## config.mk

```make
export PLATFORM = sky130hd
export DESIGN_NAME = random_bitmap_slot_allocator_flat
export DESIGN_NICKNAME = d
export VERILOG_FILES = /design/src/rtl/rbsa_pkg.sv /design/src/rtl/rbsa_if.sv /design/src/rtl/random_bitmap_slot_allocator.sv /design/src/flat_wrapper.sv
export SDC_FILE = /design/constraint.sdc
export NUM_CORES = 1
export LEC_CHECK = 0
export BUFFER_PORTS_ARGS = -buffer_cell sky130_fd_sc_hd__buf_2
export CAP_MARGIN = 20
export CORE_MARGIN = 2
export CORE_UTILIZATION = 60
export DETAILED_ROUTE_END_ITERATION = 10
export PLACE_DENSITY = 0.83
export SYNTH_ARGS = -nofsm -noshare
export SYNTH_HDL_FRONTEND = slang
export SYNTH_SLANG_ARGS = --single-unit
```

## constraint.sdc

```tcl
create_clock -name clk -period 5.8 [get_ports clk]
set_input_delay 0.58 -clock clk [delete_from_list [all_inputs] [get_ports clk]]
set_output_delay 0.58 -clock clk [all_outputs]
set_load 0.05 [all_outputs]
```

## src/rtl/rbsa_pkg.sv

```systemverilog
`timescale 1ns / 1ps
// ----------------------------------------------------------------------------
// rbsa_pkg: shared definitions for the random bitmap slot allocator
// Field widths, operation and status codes, controller states and the
// reset value of the free-slot bitmap.
// ----------------------------------------------------------------------------
package rbsa_pkg;

  localparam int NUM_SLOTS = 32;
  localparam int SLOT_W    = 5;
  localparam int MASK_W    = 32;
  localparam int CNT_W     = 6;
  localparam int RND_W     = 32;
  localparam int STATUS_W  = 2;

  // Remainder digits retired per cycle by the divider.
  localparam int DIV_DIGIT = 2;
  localparam int DIV_STEPS = RND_W / DIV_DIGIT;
  localparam int STEP_W    = $clog2(DIV_STEPS);

  localparam logic [MASK_W-1:0] RESET_MASK  = {MASK_W{1'b1}} >> (MASK_W - NUM_SLOTS);
  localparam logic [CNT_W-1:0]  RESET_COUNT = CNT_W'(NUM_SLOTS);

  localparam logic OP_ALLOC = 1'b0;
  localparam logic OP_FREE  = 1'b1;

  localparam logic [STATUS_W-1:0] ST_OK     = 2'd0;
  localparam logic [STATUS_W-1:0] ST_FULL   = 2'd1;
  localparam logic [STATUS_W-1:0] ST_DOUBLE = 2'd2;

  typedef enum logic [1:0] {
    S_IDLE,
    S_DIV,
    S_SCAN,
    S_EMIT
  } state_t;

endpackage

```

## src/rtl/rbsa_if.sv

```systemverilog
`timescale 1ns / 1ps
// ----------------------------------------------------------------------------
// rbsa_if: request and result channels of the slot allocator
// Valid/ready channels; a beat moves when valid and ready are both high.
// ----------------------------------------------------------------------------
interface rbsa_in_if;
  logic                          valid;
  logic                          ready;
  logic                          operation;
  logic [rbsa_pkg::SLOT_W-1:0]   slot_to_free;
  logic [rbsa_pkg::RND_W-1:0]    random_value;

  modport source (output valid, operation, slot_to_free, random_value, input ready);
  modport sink   (input valid, operation, slot_to_free, random_value, output ready);
endinterface

interface rbsa_out_if;
  logic                          valid;
  logic                          ready;
  logic [rbsa_pkg::SLOT_W-1:0]   granted_slot;
  logic [rbsa_pkg::STATUS_W-1:0] status;
  logic [rbsa_pkg::CNT_W-1:0]    free_count;

  modport source (output valid, granted_slot, status, free_count, input ready);
  modport sink   (input valid, granted_slot, status, free_count, output ready);
endinterface

```

## src/rtl/random_bitmap_slot_allocator.sv

```systemverilog
`timescale 1ns / 1ps
// ----------------------------------------------------------------------------
// random_bitmap_slot_allocator: free-slot bitmap with random choice
// Allocates the slot whose rank among the free slots is the random value
// modulo the free count; returns slots and flags double frees.
// ----------------------------------------------------------------------------
// Usage:
//   in_ch carries one request per beat: operation (0 allocate, 1 free),
//   slot_to_free and random_value. out_ch returns exactly one result beat
//   per request: granted_slot, status and the free count after the request.
//   One request is worked on at a time; in_ch.ready is high while idle.
//   Free requests and allocations on a full bitmap go from idle straight to
//   the emit state and then into the output register. An allocation runs a
//   remainder divider that retires two bits of random_value per cycle, then
//   a bit-serial rank scan over the bitmap; the scan length is set by the
//   granted slot.
//   A full bitmap is reported with status 1 and never blocks.
//   Reset (rst_n low, synchronous) marks every slot free and empties the
//   output register. A stalled receiver holds the result in the output
//   register; the block may take the next request and finish it, and then
//   waits until the output register is free.
// ----------------------------------------------------------------------------
module random_bitmap_slot_allocator (
  input  logic              clk,
  input  logic              rst_n,
  rbsa_in_if.sink           in_ch,
  rbsa_out_if.source        out_ch
);

  rbsa_pkg::state_t state_r, state_nxt;

  logic [rbsa_pkg::MASK_W-1:0]   mask_r, mask_nxt;
  logic [rbsa_pkg::CNT_W-1:0]    cnt_r, cnt_nxt;
  logic [rbsa_pkg::RND_W-1:0]    dvd_r, dvd_nxt;
  logic [rbsa_pkg::CNT_W-1:0]    rem_r, rem_nxt;
  logic [rbsa_pkg::STEP_W-1:0]   step_r, step_nxt;
  logic [rbsa_pkg::MASK_W-1:0]   scan_r, scan_nxt;
  logic [rbsa_pkg::SLOT_W-1:0]   idx_r, idx_nxt;
  logic [rbsa_pkg::SLOT_W-1:0]   res_slot_r, res_slot_nxt;
  logic [rbsa_pkg::STATUS_W-1:0] res_status_r, res_status_nxt;

  logic                          out_valid_r, out_valid_nxt;
  logic [rbsa_pkg::SLOT_W-1:0]   out_slot_r, out_slot_nxt;
  logic [rbsa_pkg::STATUS_W-1:0] out_status_r, out_status_nxt;
  logic [rbsa_pkg::CNT_W-1:0]    out_count_r, out_count_nxt;

  logic in_fire;
  logic emit_fire;
  logic div_done;
  logic scan_hit;
  logic start_div;

  localparam logic [rbsa_pkg::STEP_W-1:0] DIV_LAST = rbsa_pkg::STEP_W'(rbsa_pkg::DIV_STEPS - 1);
  localparam logic [rbsa_pkg::CNT_W-1:0]  SLOT_LIMIT = rbsa_pkg::CNT_W'(rbsa_pkg::NUM_SLOTS);

  // ---------------- control outputs ----------------
  always_comb begin
    in_ch.ready = (state_r == rbsa_pkg::S_IDLE);
    in_fire     = in_ch.valid && (state_r == rbsa_pkg::S_IDLE);
    emit_fire   = (state_r == rbsa_pkg::S_EMIT) && (!out_valid_r || out_ch.ready);
    div_done    = (state_r == rbsa_pkg::S_DIV) && (step_r == DIV_LAST);
    scan_hit    = (state_r == rbsa_pkg::S_SCAN) && scan_r[0] && (rem_r == '0);
    start_div   = in_fire && (in_ch.operation == rbsa_pkg::OP_ALLOC) && (cnt_r != '0);
  end

  // ---------------- next state ----------------
  always_comb begin
    state_nxt = state_r;
    unique case (state_r)
      rbsa_pkg::S_IDLE: begin
        if (start_div) begin
          state_nxt = rbsa_pkg::S_DIV;
        end else if (in_fire) begin
          state_nxt = rbsa_pkg::S_EMIT;
        end
      end
      rbsa_pkg::S_DIV: begin
        if (div_done) begin
          state_nxt = rbsa_pkg::S_SCAN;
        end
      end
      rbsa_pkg::S_SCAN: begin
        if (scan_hit) begin
          state_nxt = rbsa_pkg::S_EMIT;
        end
      end
      rbsa_pkg::S_EMIT: begin
        if (emit_fire) begin
          state_nxt = rbsa_pkg::S_IDLE;
        end
      end
      default: state_nxt = rbsa_pkg::S_IDLE;
    endcase
  end

  // ---------------- datapath ----------------
  always_comb begin
    logic [rbsa_pkg::CNT_W:0] part1;
    logic [rbsa_pkg::CNT_W:0] part2;
    logic [rbsa_pkg::CNT_W:0] divisor;

    mask_nxt       = mask_r;
    cnt_nxt        = cnt_r;
    dvd_nxt        = dvd_r;
    rem_nxt        = rem_r;
    step_nxt       = step_r;
    scan_nxt       = scan_r;
    idx_nxt        = idx_r;
    res_slot_nxt   = res_slot_r;
    res_status_nxt = res_status_r;

    // Two restoring remainder steps per cycle; the partial remainder stays
    // below the free count, so seven bits hold the shifted value.
    divisor = {1'b0, cnt_r};
    part1   = {rem_r, dvd_r[rbsa_pkg::RND_W-1]};
    if (part1 >= divisor) begin
      part1 = part1 - divisor;
    end
    part2 = {part1[rbsa_pkg::CNT_W-1:0], dvd_r[rbsa_pkg::RND_W-2]};
    if (part2 >= divisor) begin
      part2 = part2 - divisor;
    end

    if (in_fire) begin
      res_slot_nxt   = '0;
      res_status_nxt = rbsa_pkg::ST_OK;
      if (in_ch.operation == rbsa_pkg::OP_FREE) begin
        if ({1'b0, in_ch.slot_to_free} < SLOT_LIMIT) begin
          if (mask_r[in_ch.slot_to_free]) begin
            res_status_nxt = rbsa_pkg::ST_DOUBLE;
          end else begin
            mask_nxt[in_ch.slot_to_free] = 1'b1;
            cnt_nxt = cnt_r + 1'b1;
          end
        end
      end else if (cnt_r == '0) begin
        res_status_nxt = rbsa_pkg::ST_FULL;
      end else begin
        dvd_nxt  = in_ch.random_value;
        rem_nxt  = '0;
        step_nxt = '0;
      end
    end

    if (state_r == rbsa_pkg::S_DIV) begin
      rem_nxt  = part2[rbsa_pkg::CNT_W-1:0];
      dvd_nxt  = {dvd_r[rbsa_pkg::RND_W-3:0], 2'b00};
      step_nxt = step_r + 1'b1;
      if (div_done) begin
        scan_nxt = mask_r;
        idx_nxt  = '0;
      end
    end

    // The remainder is the rank still to skip; each free slot passed
    // counts it down until the wanted one sits in the low bit.
    if (state_r == rbsa_pkg::S_SCAN) begin
      scan_nxt = scan_r >> 1;
      idx_nxt  = idx_r + 1'b1;
      if (scan_hit) begin
        mask_nxt[idx_r] = 1'b0;
        cnt_nxt         = cnt_r - 1'b1;
        res_slot_nxt    = idx_r;
        res_status_nxt  = rbsa_pkg::ST_OK;
      end else if (scan_r[0]) begin
        rem_nxt = rem_r - 1'b1;
      end
    end
  end

  // ---------------- output register ----------------
  always_comb begin
    out_valid_nxt  = out_valid_r;
    out_slot_nxt   = out_slot_r;
    out_status_nxt = out_status_r;
    out_count_nxt  = out_count_r;
    if (emit_fire) begin
      out_valid_nxt  = 1'b1;
      out_slot_nxt   = res_slot_r;
      out_status_nxt = res_status_r;
      out_count_nxt  = cnt_r;
    end else if (out_ch.ready) begin
      out_valid_nxt = 1'b0;
    end
  end

  assign out_ch.valid        = out_valid_r;
  assign out_ch.granted_slot = out_slot_r;
  assign out_ch.status       = out_status_r;
  assign out_ch.free_count   = out_count_r;

  always_ff @(posedge clk) begin
    if (!rst_n) begin
      state_r     <= rbsa_pkg::S_IDLE;
      mask_r      <= rbsa_pkg::RESET_MASK;
      cnt_r       <= rbsa_pkg::RESET_COUNT;
      out_valid_r <= 1'b0;
    end else begin
      state_r     <= state_nxt;
      mask_r      <= mask_nxt;
      cnt_r       <= cnt_nxt;
      out_valid_r <= out_valid_nxt;
    end
  end

  always_ff @(posedge clk) begin
    dvd_r        <= dvd_nxt;
    rem_r        <= rem_nxt;
    step_r       <= step_nxt;
    scan_r       <= scan_nxt;
    idx_r        <= idx_nxt;
    res_slot_r   <= res_slot_nxt;
    res_status_r <= res_status_nxt;
    out_slot_r   <= out_slot_nxt;
    out_status_r <= out_status_nxt;
    out_count_r  <= out_count_nxt;
  end

endmodule

```

## src/flat_wrapper.sv

```systemverilog
// flat-port wrapper written by rule: the top's interface ports become plain ports
module random_bitmap_slot_allocator_flat 
  (clk, rst_n, in_ch_valid, in_ch_operation, in_ch_slot_to_free, in_ch_random_value, in_ch_ready, out_ch_valid, out_ch_granted_slot, out_ch_status, out_ch_free_count, out_ch_ready);
  rbsa_in_if in_ch_i ();
  rbsa_out_if out_ch_i ();
  input  logic clk;
  input  logic rst_n;
  input wire logic [$bits(in_ch_i.valid)-1:0] in_ch_valid;
  input wire logic [$bits(in_ch_i.operation)-1:0] in_ch_operation;
  input wire logic [$bits(in_ch_i.slot_to_free)-1:0] in_ch_slot_to_free;
  input wire logic [$bits(in_ch_i.random_value)-1:0] in_ch_random_value;
  output wire logic [$bits(in_ch_i.ready)-1:0] in_ch_ready;
  output wire logic [$bits(out_ch_i.valid)-1:0] out_ch_valid;
  output wire logic [$bits(out_ch_i.granted_slot)-1:0] out_ch_granted_slot;
  output wire logic [$bits(out_ch_i.status)-1:0] out_ch_status;
  output wire logic [$bits(out_ch_i.free_count)-1:0] out_ch_free_count;
  input wire logic [$bits(out_ch_i.ready)-1:0] out_ch_ready;
  assign in_ch_i.valid = in_ch_valid;
  assign in_ch_i.operation = in_ch_operation;
  assign in_ch_i.slot_to_free = in_ch_slot_to_free;
  assign in_ch_i.random_value = in_ch_random_value;
  assign in_ch_ready = in_ch_i.ready;
  assign out_ch_valid = out_ch_i.valid;
  assign out_ch_granted_slot = out_ch_i.granted_slot;
  assign out_ch_status = out_ch_i.status;
  assign out_ch_free_count = out_ch_i.free_count;
  assign out_ch_i.ready = out_ch_ready;
  random_bitmap_slot_allocator u_core (.clk(clk), .rst_n(rst_n), .in_ch(in_ch_i), .out_ch(out_ch_i));
endmodule
```

==> impl_metrics.csv, run 1 <==
group,metric,value,unit
run_status,outcome,"completed",
floorplan,die_x,114,um
route,postRouteAntennaNets,0,
grt,grt.met3_usage,7.07,%
pwr,p_leak,0.00296,uW
route,viasPerCell,6.04,
worst_setup_path,worstPathRequired,6150,ps
layout,layout-drive-gt1-share,21.9,%
route,drt_iter0_markers,447,
route,dr.pass1.iters,7,
yosys,yosys-top-cells-area,"edfxtp_1 35%, dfxtp_1 16%, nand2_1 5.6%",
layout,fillCellCount,869,
worst_hold_path,hold_class,"input port to register",
worst_setup_path,cpLargestDelayFamily,"compound AO/OA/AOI/OAI gates",
yosys,async_flop_share,0,%
cts,tritoncts,"built",
route,remaining_drc_errors,0,
timing,period_needed,4100,ps
placed_design,post-place-ws,1740,ps
worst_setup_path,arrival,4450,ps
grt,grt.busiest_layer,"met2",
yosys,yosys.area.top_type,"edfxtp_1",
route,vias,5324,
cts,clock_latency,430,ps
worst_setup_path,critPathBufInv,1,
pwr,power_frac_seq,36.5,%
pwr,ir_worst_vdd,401,uV
layout,nets,790,
yosys,ys_seq_area_share,50.4,%
placed_design,place_hpwl,10.7,mm
yosys,synth_mux_area_share,9.08,%
timing,slew_violations,0,
floorplan,ios,57,
pwr,p_sw,1400,uW
worst_setup_path,critPathCaptureType,"register",
worst_setup_path,critical_path_class,"register to register",
floorplan,initial_utilization,60.8,%
pwr,switching_share,35.4,%
cts,hold_buffers,0,
placed_design,port_buffers,56,
floorplan,rows,40,
timing,tightest_slew,917,ps
cts,h-tree-depth,4,
yosys,syn_inst,672,
yosys,syn-num-nets,740,
floorplan,core,11900,sq um
worst_setup_path,crit_path_max_fanout,9,
yosys,synth-simple-area-share,15.7,%
timing,holdWs,392,ps
grt,gr-total-overflow,0,
cts,post_cts_buffers,0,
layout,areaGrowthSynthToFinish,14.1,%
pwr,clkPwrFrac,27.9,%
yosys,synth-compound-area-share,14.9,%
timing,skew,7.02,ps
timing,finalCritPeriodShare,70.8,%
timing,slew_headroom,38.9,%
cts,clockBufferDepth,2,
floorplan,die_h,114,um
worst_setup_path,cp_cell_sequence,"inv_1 > ha_1 > a21oi_1 > o21ai_0 > a21oi_2 > mux2i_1 > ha_1 > nor2b_1 > o31a_1 > o21ai_0 > a21boi_1 > or4b_2 > o211ai_1",
grt,grt_pass1_vias,5175,
worst_setup_path,cpPeakStageDelay,700,ps
yosys,synth_fa_ha_area_share,4.72,%
grt,met2_usage,40.6,%
placed_design,gp_congestion,0.851,
yosys,avgSynthCellArea,10.7,sq um
pwr,power_density,481,nW/um^2
timing,setup_slack,1700,ps
cts,cts_made_buffers,17,
route,wl_per_cell,18.1,um
yosys,synth_top_family_by_area,"simple AND/OR/NAND/NOR gates",
grt,track_usage,25.8,%
pwr,power.internal,2560,uW
yosys,synth_top_area_share,34.6,%
yosys,syn-cell-area,7210,sq um
job,drv_cap,0,
timing,hold_violations,0,
timing,final.setup.tns,0,ps
yosys,synth_edf_count,83,
grt,grt_max_degree,76,
cts,postCtsResizedCells,0,
grt,grt_pass1_wl,25.9,mm
timing,setup_viol,0,
grt,grt_antenna_before_repair,0,
cts,clk_pin_slew_worst_paths,60,ps
yosys,synth_xor_area_share,1.82,%
yosys,yosys_register_bits,140,
worst_setup_path,start_kind,"register",
cts,cts.sinks,140,
worst_setup_path,crit_slowest_cell,"or4b_2",
layout,num_antenna_cells,0,
pwr,p_comb_share,35.6,%
route,wirelength,16.0,mm
grt,use_met1,34.1,%
timing,fmax,0.244,GHz
cts,cts_root_buf,"clkbuf_16",
yosys,ys_warn_count,0,
yosys,ys_types,71,
timing,rsz0062_at_grt,"no",
yosys,synth_ff_type,"edfxtp_1",
floorplan,fp.dieArea,12900,sq um
[layout make-up]
type	count	area, sq um	area share, %
Timing Repair Buffer	63	352	4.27
Clock inverter	12	143	1.73
Tap cell	147	184	2.24
Inverter	28	105	1.28
Clock buffer	20	457	5.55
Sequential cell	140	3630	44.2
Multi-Input combinational cell	472	3350	40.8
[cell usage in the layout (no fill, tap or decap), drive strengths merged, types with 5 or more instances in the layout]
cell	instances
ha	24
nor3b	11
mux4	8
a21oi	21
nor4	5
buf	62
mux2	35
mux2i	8
xnor2	8
edfxtp	83
nand3	14
nor2b	5
o21ai	55
dfxtp	57
nor3	11
clkinv	7
o211ai	5
clkbuf	21
inv	30
a22oi	5
nand2	108
nor2	33
and2	10
a21o	47
xor2	7
[power by group through the flow]
stage / clock network, uW / logic (uW) / registers [uW]
after global routing: 1150 / 1560 / 1460
after detailed placement: 0 / 1370 / 1460
final: 1100 / 1410 / 1440
after global placement: 0 / 1340 / 1450
after CTS: 1110 / 1390 / 1440
after floorplan: 0 / 1040 / 1450
[metrics by stage]
| step | instances | utilization, % | instance area, sq um | power, uW |
|---|---|---|---|---|
| finish | 882 | 69.3 | 8230 | 3960 |
| global route | 882 | 69.3 | 8230 | 4170 |
| CTS | 880 | 69.1 | 8190 | 3940 |
| detailed placement | 848 | 64.0 | 7590 | 2830 |
| global placement | 848 | 64.0 | 7590 | 2790 |
| floorplan | 672 | - | 7210 | 2500 |
[per-layer routing]
metal	vias to the layer above	wire, um
li1	2532	-
met3	38	1090
met5	-	0
met4	0	412
met1	2540	6910
met2	214	7590
[worst paths after layout]
check / start / slack, ps / end / depth (start not counted)
worst max register to register: u_core.cnt_r[2] / 1700 / u_core.rem_r[1] / 13
worst min-delay path: in_ch_random_value[1] / 390 / u_core.dvd_r[1] / 3
worst min register to register: u_core.res_slot_r[3] / 440 / u_core.out_ch.granted_slot[3] / 0
worst max-delay path: u_core.cnt_r[2] / 1700 / u_core.rem_r[1] / 13
[worst min-delay path: cells and delay by family]
kind | cells | cell delay [ps]
buffers and inverters | 1 | 70
muxes | 1 | 60
and+or+nand+nor | 1 | 70
[cells in the mapped netlist (3+ instances only)]
master and instances:
nand2_1 107, edfxtp_1 83, dfxtp_1 57, a21o_1 47, o21ai_0 44, mux2_2 34, nor2_1 31, inv_1 27
clkbuf_1 24, ha_1 24, a21oi_1 20, nand3_1 14, o21ai_1 11, and2_1 10, nor3_1 10, mux2i_1 8
mux4_2 8, xnor2_1 8, nor3b_1 7, xor2_1 7, buf_1 5, nor2b_1 5, o211ai_1 5, and3_1 4
a211oi_1 3, a22oi_2 3, a31oi_1 3, and3b_1 3, nor4_1 3, o31ai_1 3
[cells by family (layout without fill, tap and decap cells)]
| family | after synthesis | after routing |
|---|---|---|
| flops | 140 | 140 |
| compound gates | 161 | 161 |
| mux | 51 | 51 |
| xor+xnor | 15 | 15 |
| buf+inv | 60 | 123 |
| simple gates | 219 | 219 |
| fa+ha+maj | 26 | 26 |
[state kept, by name (all words and copies together) (netlist names), 4 cells and up]
signal,count
u_core.out_ch.free_count,6
u_core.rem_r,6
u_core.step_r,4
u_core.scan_r,32
u_core.cnt_r,6
u_core.idx_r,5
u_core.res_slot_r,5
u_core.out_ch.granted_slot,5
u_core.mask_r,32
u_core.dvd_r,32
Note: power is estimated with default switching activity, not from simulation.
==> inputs of run 2 (changes only) <==
--- a/config.mk
+++ b/config.mk
@@ -8,9 +8,9 @@
 export BUFFER_PORTS_ARGS = -buffer_cell sky130_fd_sc_hd__buf_2
 export CAP_MARGIN = 20
 export CORE_MARGIN = 2
-export CORE_UTILIZATION = 60
+export CORE_UTILIZATION = 54
 export DETAILED_ROUTE_END_ITERATION = 10
-export PLACE_DENSITY = 0.83
+export PLACE_DENSITY = 0.79
 export SYNTH_ARGS = -nofsm -noshare
 export SYNTH_HDL_FRONTEND = slang
 export SYNTH_SLANG_ARGS = --single-unit
==> constraint.sdc (replaced) <==
create_clock -name clk -period 3.35 [get_ports clk]
set_input_delay 0.335 -clock clk [delete_from_list [all_inputs] [get_ports clk]]
set_output_delay 0.335 -clock clk [all_outputs]
set_load 0.05 [all_outputs]
==> run 2 against run 1 <==
Sequential power rose by 71%. Via count rose by 2.5%. Clock power rose by 73%. Maximum frequency rose by 26%. Largest cell class unchanged.
==> impl_metrics.csv, run 2 (synthesized netlist as in run 1, its figures left out) <==
group,metric,value,unit
worst_setup_path,cpPeakStageDelay,680,ps
route,vias,5457,
placed_design,post-place-cells,910,
layout,areaGrowthSynthToFinish,20.9,%
layout,fillCellCount,987,
grt,grt_pass1_wl,26.5,mm
timing,period_needed,3260,ps
grt,grt_max_degree,50,
floorplan,initial_utilization,54.9,%
worst_hold_path,hold_class,"input port to register",
timing,final.setup.tns,0,ps
layout,nets,827,
route,wl_per_cell,17.4,um
pwr,ir_worst_vdd,626,uV
grt,gr-total-overflow,0,
placed_design,port_buffers,56,
layout,final_cell_mix,"107 x nand2_1, 83 x edfxtp_1, 56 x buf_2, 56 x dfxtp_1, 47 x a21o_1",
cts,tritoncts,"built",
timing,rsz0062_at_grt,"yes",
pwr,power_frac_seq,32.4,%
worst_setup_path,arrival,3620,ps
cts,clockBufferDepth,2,
pwr,clkPwrFrac,25.1,%
pwr,power_density,871,nW/um^2
route,postRouteAntennaNets,0,
route,viasPerCell,5.76,
timing,skew,9.51,ps
cts,h-tree-depth,4,
floorplan,rows,42,
worst_setup_path,critical_path_class,"register to register",
cts,cts_made_buffers,17,
route,remaining_drc_errors,0,
worst_setup_path,start_kind,"register",
worst_setup_path,worstPathRequired,3720,ps
floorplan,die_x,120,um
floorplan,core,13100,sq um
pwr,p_comb_share,42.5,%
grt,track_usage,23.7,%
placed_design,post_dp_cell_area,7910,sq um
timing,slew_violations,0,
run_status,outcome,"completed",
timing,finalCritPeriodShare,97.2,%
route,dr.pass1.iters,5,
floorplan,die_h,120,um
timing,slew_headroom,41.9,%
timing,tightest_slew,870,ps
layout,num_antenna_cells,0,
placed_design,gp_congestion,0.862,
cts,clk_pin_slew_worst_paths,60,ps
worst_setup_path,crit_slowest_cell,"or4b_2",
cts,cts.sinks,140,
grt,grt_antenna_before_repair,0,
route,wirelength,16.5,mm
pwr,switching_share,34.7,%
layout,layout-drive-gt1-share,28.5,%
worst_setup_path,crit_path_max_fanout,6,
floorplan,fp.dieArea,14300,sq um
pwr,p_sw,2630,uW
worst_setup_path,critPathCaptureType,"register",
cts,cts_root_buf,"clkbuf_16",
route,drt_iter0_markers,475,
job,drv_cap,0,
layout,fin_area,8720,sq um
layout,register_area,3630,sq um
grt,grt_pass1_vias,5295,
pwr,p_leak,0.00317,uW
timing,hold_violations,0,
timing,setup_viol,0,
worst_setup_path,critPathBufInv,2,
placed_design,place_hpwl,11.4,mm
cts,hold_buffers,0,
layout,finish.utilization,66.3,%
layout,largest_registers,"u_core.dvd_r x32, u_core.mask_r x32, u_core.scan_r x32",
layout,final_cells,948,
layout,final_common_cell,"nand2_1",
cts,clock_latency,420,ps
timing,fmax,0.307,GHz
floorplan,ios,57,
layout,multi_input_area,3540,sq um
worst_setup_path,cp_cell_sequence,"inv_2 > ha_1 > nor2b_1 > o21ai_2 > a21oi_2 > buf_6 > mux2i_4 > ha_4 > nor2b_1 > o31a_1 > o21ai_2 > a21boi_4 > or4b_2 > nand3_2",
pwr,power.internal,4960,uW
worst_setup_path,cpLargestDelayFamily,"simple AND/OR/NAND/NOR gates",
## run 2: changes by cell type in the layout (fill, tap and decap cells not counted), sizes merged
cell and change:
inv -1, clkinvlp +1, buf +38, clkbuf -1
## run 2: metal layers
| layer | GRT usage (%) | routed length (um) | vias to the layer above |
|---|---|---|---|
| li1 | - | - | 2612 |
| met1 | 32.1 | 7400 | 2606 |
| met2 | 38.5 | 7870 | 213 |
| met3 | 4.04 | 931 | 26 |
| met4 | 8.90 | 269 | 0 |
| met5 | 0 | 0 | - |
## run 2: power groups by stage
stage	Combinational [uW]	Sequential, uW	Clock (uW)
2_1_floorplan	1870	2520	0
3_5_place_dp	2760	2480	0
6_report	3230	2460	1900
3_3_place_gp	2690	2470	0
4_1_cts	2830	2460	1930
5_1_grt	3520	2490	2000
## run 2: area by class of cell
type | count | area share [%]
sequential | 140 | 41.7
multi-input combinational | 472 | 40.6
timing repair buffer | 100 | 7.05
clock buffer | 20 | 5.25
tap | 176 | 2.53
clock inverter | 12 | 1.65
inverter | 28 | 1.21
## run 2: worst min-delay path: cells and delay by family
kind	cells	cell delay, ps
AND/OR/NAND/NOR	1	70
multiplexers	1	50
buffers and inverters	1	80
## run 2: worst paths after layout
kind	slack (ps)	cells after the start	endpoint	from
hold reg to reg	440	0	u_core.out_ch.granted_slot[2]	u_core.res_slot_r[2]
setup / recovery	90	14	u_core.rem_r[2]	u_core.dvd_r[31]
hold / removal	160	3	u_core.dvd_r[1]	in_ch_random_value[1]
setup reg to reg	90	14	u_core.rem_r[2]	u_core.dvd_r[31]
## run 2: per-stage QoR
stage                     setup slack (ps)  total power [uW]  hold WS (ps)
final                                 93.4              7590           159
after global placement                14.6              5160           419
after global routing                 -40.1              8000           163
after CTS                             6.78              7210           149
after detailed placement              -114              5240           428
after floorplan                       7.24              4380           408
## run 2: timing repair
item / in CTS / in global routing
pin swaps: 2 / 6
gates resized for setup: 7 / 19
buffers inserted: 1 / 4
endpoints found under the setup margin: 4 / 6
gates cloned: 0 / 0
==> inputs of run 3 (changes only) <==
--- a/config.mk
+++ b/config.mk
@@ -11,6 +11,7 @@
 export CORE_UTILIZATION = 54
 export DETAILED_ROUTE_END_ITERATION = 10
 export PLACE_DENSITY = 0.79
+export SETUP_SLACK_MARGIN = 0.15
 export SYNTH_ARGS = -nofsm -noshare
 export SYNTH_HDL_FRONTEND = slang
 export SYNTH_SLANG_ARGS = --single-unit
==> run 3 against run 2 <==
Clock-buffer cell count down 3. Final cell count increased by 0.21%. Hold slack lost 17 ps. Register-to-register slack got worse by 40 ps. Clock skew fell by 2.3 ps. Sequential share of layout area is 0.18 points lower. Clock power grew 4%. Core utilization up 0.48 points. First-iteration DRC count rose by 15%. Routed wire length up 4.2%.
==> impl_metrics.csv, run 3 (synthesized netlist as in run 1, its figures left out) <==
group,metric,value,unit
run_status,outcome,"completed",
layout,largest_registers,"u_core.dvd_r x32, u_core.mask_r x32, u_core.scan_r x32",
grt,grt_pass1_vias,5503,
worst_setup_path,worstPathRequired,3690,ps
timing,hold_violations,0,
grt,grt_pass1_wl,27.8,mm
job,drv_cap,0,
grt,gr-total-overflow,0,
placed_design,gp_congestion,0.867,
cts,cts_made_buffers,17,
worst_setup_path,start_kind,"register",
worst_setup_path,critPathCaptureType,"register",
timing,fmax,0.303,GHz
route,remaining_drc_errors,0,
layout,num_antenna_cells,0,
cts,tritoncts,"built",
timing,finalCritPeriodShare,98.5,%
floorplan,initial_utilization,54.9,%
cts,cts.sinks,140,
cts,clock_latency,430,ps
layout,finish.utilization,66.8,%
route,wirelength,17.2,mm
timing,setup_viol,0,
floorplan,fp.dieArea,14300,sq um
timing,tightest_slew,812,ps
timing,period_needed,3300,ps
route,postRouteAntennaNets,0,
floorplan,die_h,120,um
timing,slew_violations,0,
route,wl_per_cell,18.1,um
timing,skew,7.17,ps
cts,h-tree-depth,4,
layout,final_cell_mix,"106 x nand2_1, 83 x edfxtp_1, 56 x buf_2",
floorplan,ios,57,
floorplan,rows,42,
placed_design,place_hpwl,11.5,mm
route,vias,5527,
timing,final.setup.tns,0,ps
grt,grt_max_degree,39,
worst_setup_path,crit_path_max_fanout,6,
layout,final_common_cell,"nand2_1",
layout,nets,829,
grt,track_usage,24.9,%
route,dr.pass1.iters,5,
worst_hold_path,hold_class,"input port to register",
route,drt_iter0_markers,544,
cts,clockBufferDepth,2,
layout,areaGrowthSynthToFinish,21.8,%
cts,clk_pin_slew_worst_paths,60,ps
placed_design,post-place-ws,-13.3,ps
route,viasPerCell,5.82,
worst_setup_path,arrival,3640,ps
grt,grt_antenna_before_repair,0,
worst_setup_path,critical_path_class,"register to register",
layout,layout-drive-gt1-share,31.0,%
timing,slew_headroom,45.8,%
floorplan,die_x,120,um
timing,setup_slack,49.5,ps
pwr,power.total,7760,uW
pwr,power_density,884,nW/um^2
placed_design,post_dp_cell_area,7930,sq um
pwr,p_leak,0.00317,uW
cts,cts_root_buf,"clkbuf_16",
layout,fin_area,8780,sq um
timing,rsz0062_at_grt,"yes",
pwr,ir_worst_vdd,504,uV
placed_design,port_buffers,56,
floorplan,core,13100,sq um
run 3: changes by cell type in the layout (fill, tap and decap cells not counted), sizes merged:
cell / before / now
inv: 29 / 33
clkinv: 7 / 4
clkbuf: 20 / 18
clkinvlp: 1 / 3
buf: 100 / 101
run 3: stage by stage:
step / hold WS [ps] / cells
floorplan: 408 / 672
global placement: 421 / 906
detailed placement: 422 / 906
CTS: 135 / 945
global route: 153 / 950
finish: 141 / 950
run 3: layout make-up:
cell class | count | area, sq um
clock buffer | 17 | 425
clock inverter | 15 | 188
fill | 981 | 4360
inverter | 28 | 108
multi-input combinational | 472 | 3560
sequential | 140 | 3640
tap | 176 | 220
timing repair buffer | 102 | 636
run 3: worst max-delay path, cell delays in order, from the launching register on:
cell      delay, ps
edfxtp_1        380
inv_2            80
ha_4            210
nor2b_4         130
o21ai_4          90
a21oi_4         260
mux2i_2         270
ha_1            290
buf_6           120
and4_1          180
a31oi_1         200
o211ai_1        210
buf_4           190
or4_1           500
o211ai_1        110
run 3: power breakdown:
group / switching [uW] / total, uW / internal, uW
combinational: 1830 / 3330 / 1490
clock: 781 / 1970 / 1180
sequential: 167 / 2470 / 2300
total: 2780 / 7760 / 4970
run 3: what timing repair did:
action / CTS / global route
endpoints found under the setup margin: 6 / 7
cloned: 0 / 0
resized for setup: 15 / 17
hold buffers: 0 / 0
pin swaps: 8 / 13
buffers inserted: 7 / 4
run 3: metal layers:
metal	track usage [%]	share of wire (%)
met1	33.1	43
met2	40.3	49
met3	5.70	6.4
met4	8.75	1.5
met5	0	0
run 3: final timing paths:
path         slack [ps]                             to  cells after the start                   from
max                  50                u_core.rem_r[3]                     14       u_core.dvd_r[31]
max reg2reg          50                u_core.rem_r[3]                     14       u_core.dvd_r[31]
min reg2reg         440  u_core.out_ch.granted_slot[3]                      0   u_core.res_slot_r[3]
min                 140                u_core.dvd_r[0]                      3  in_ch_random_value[0]
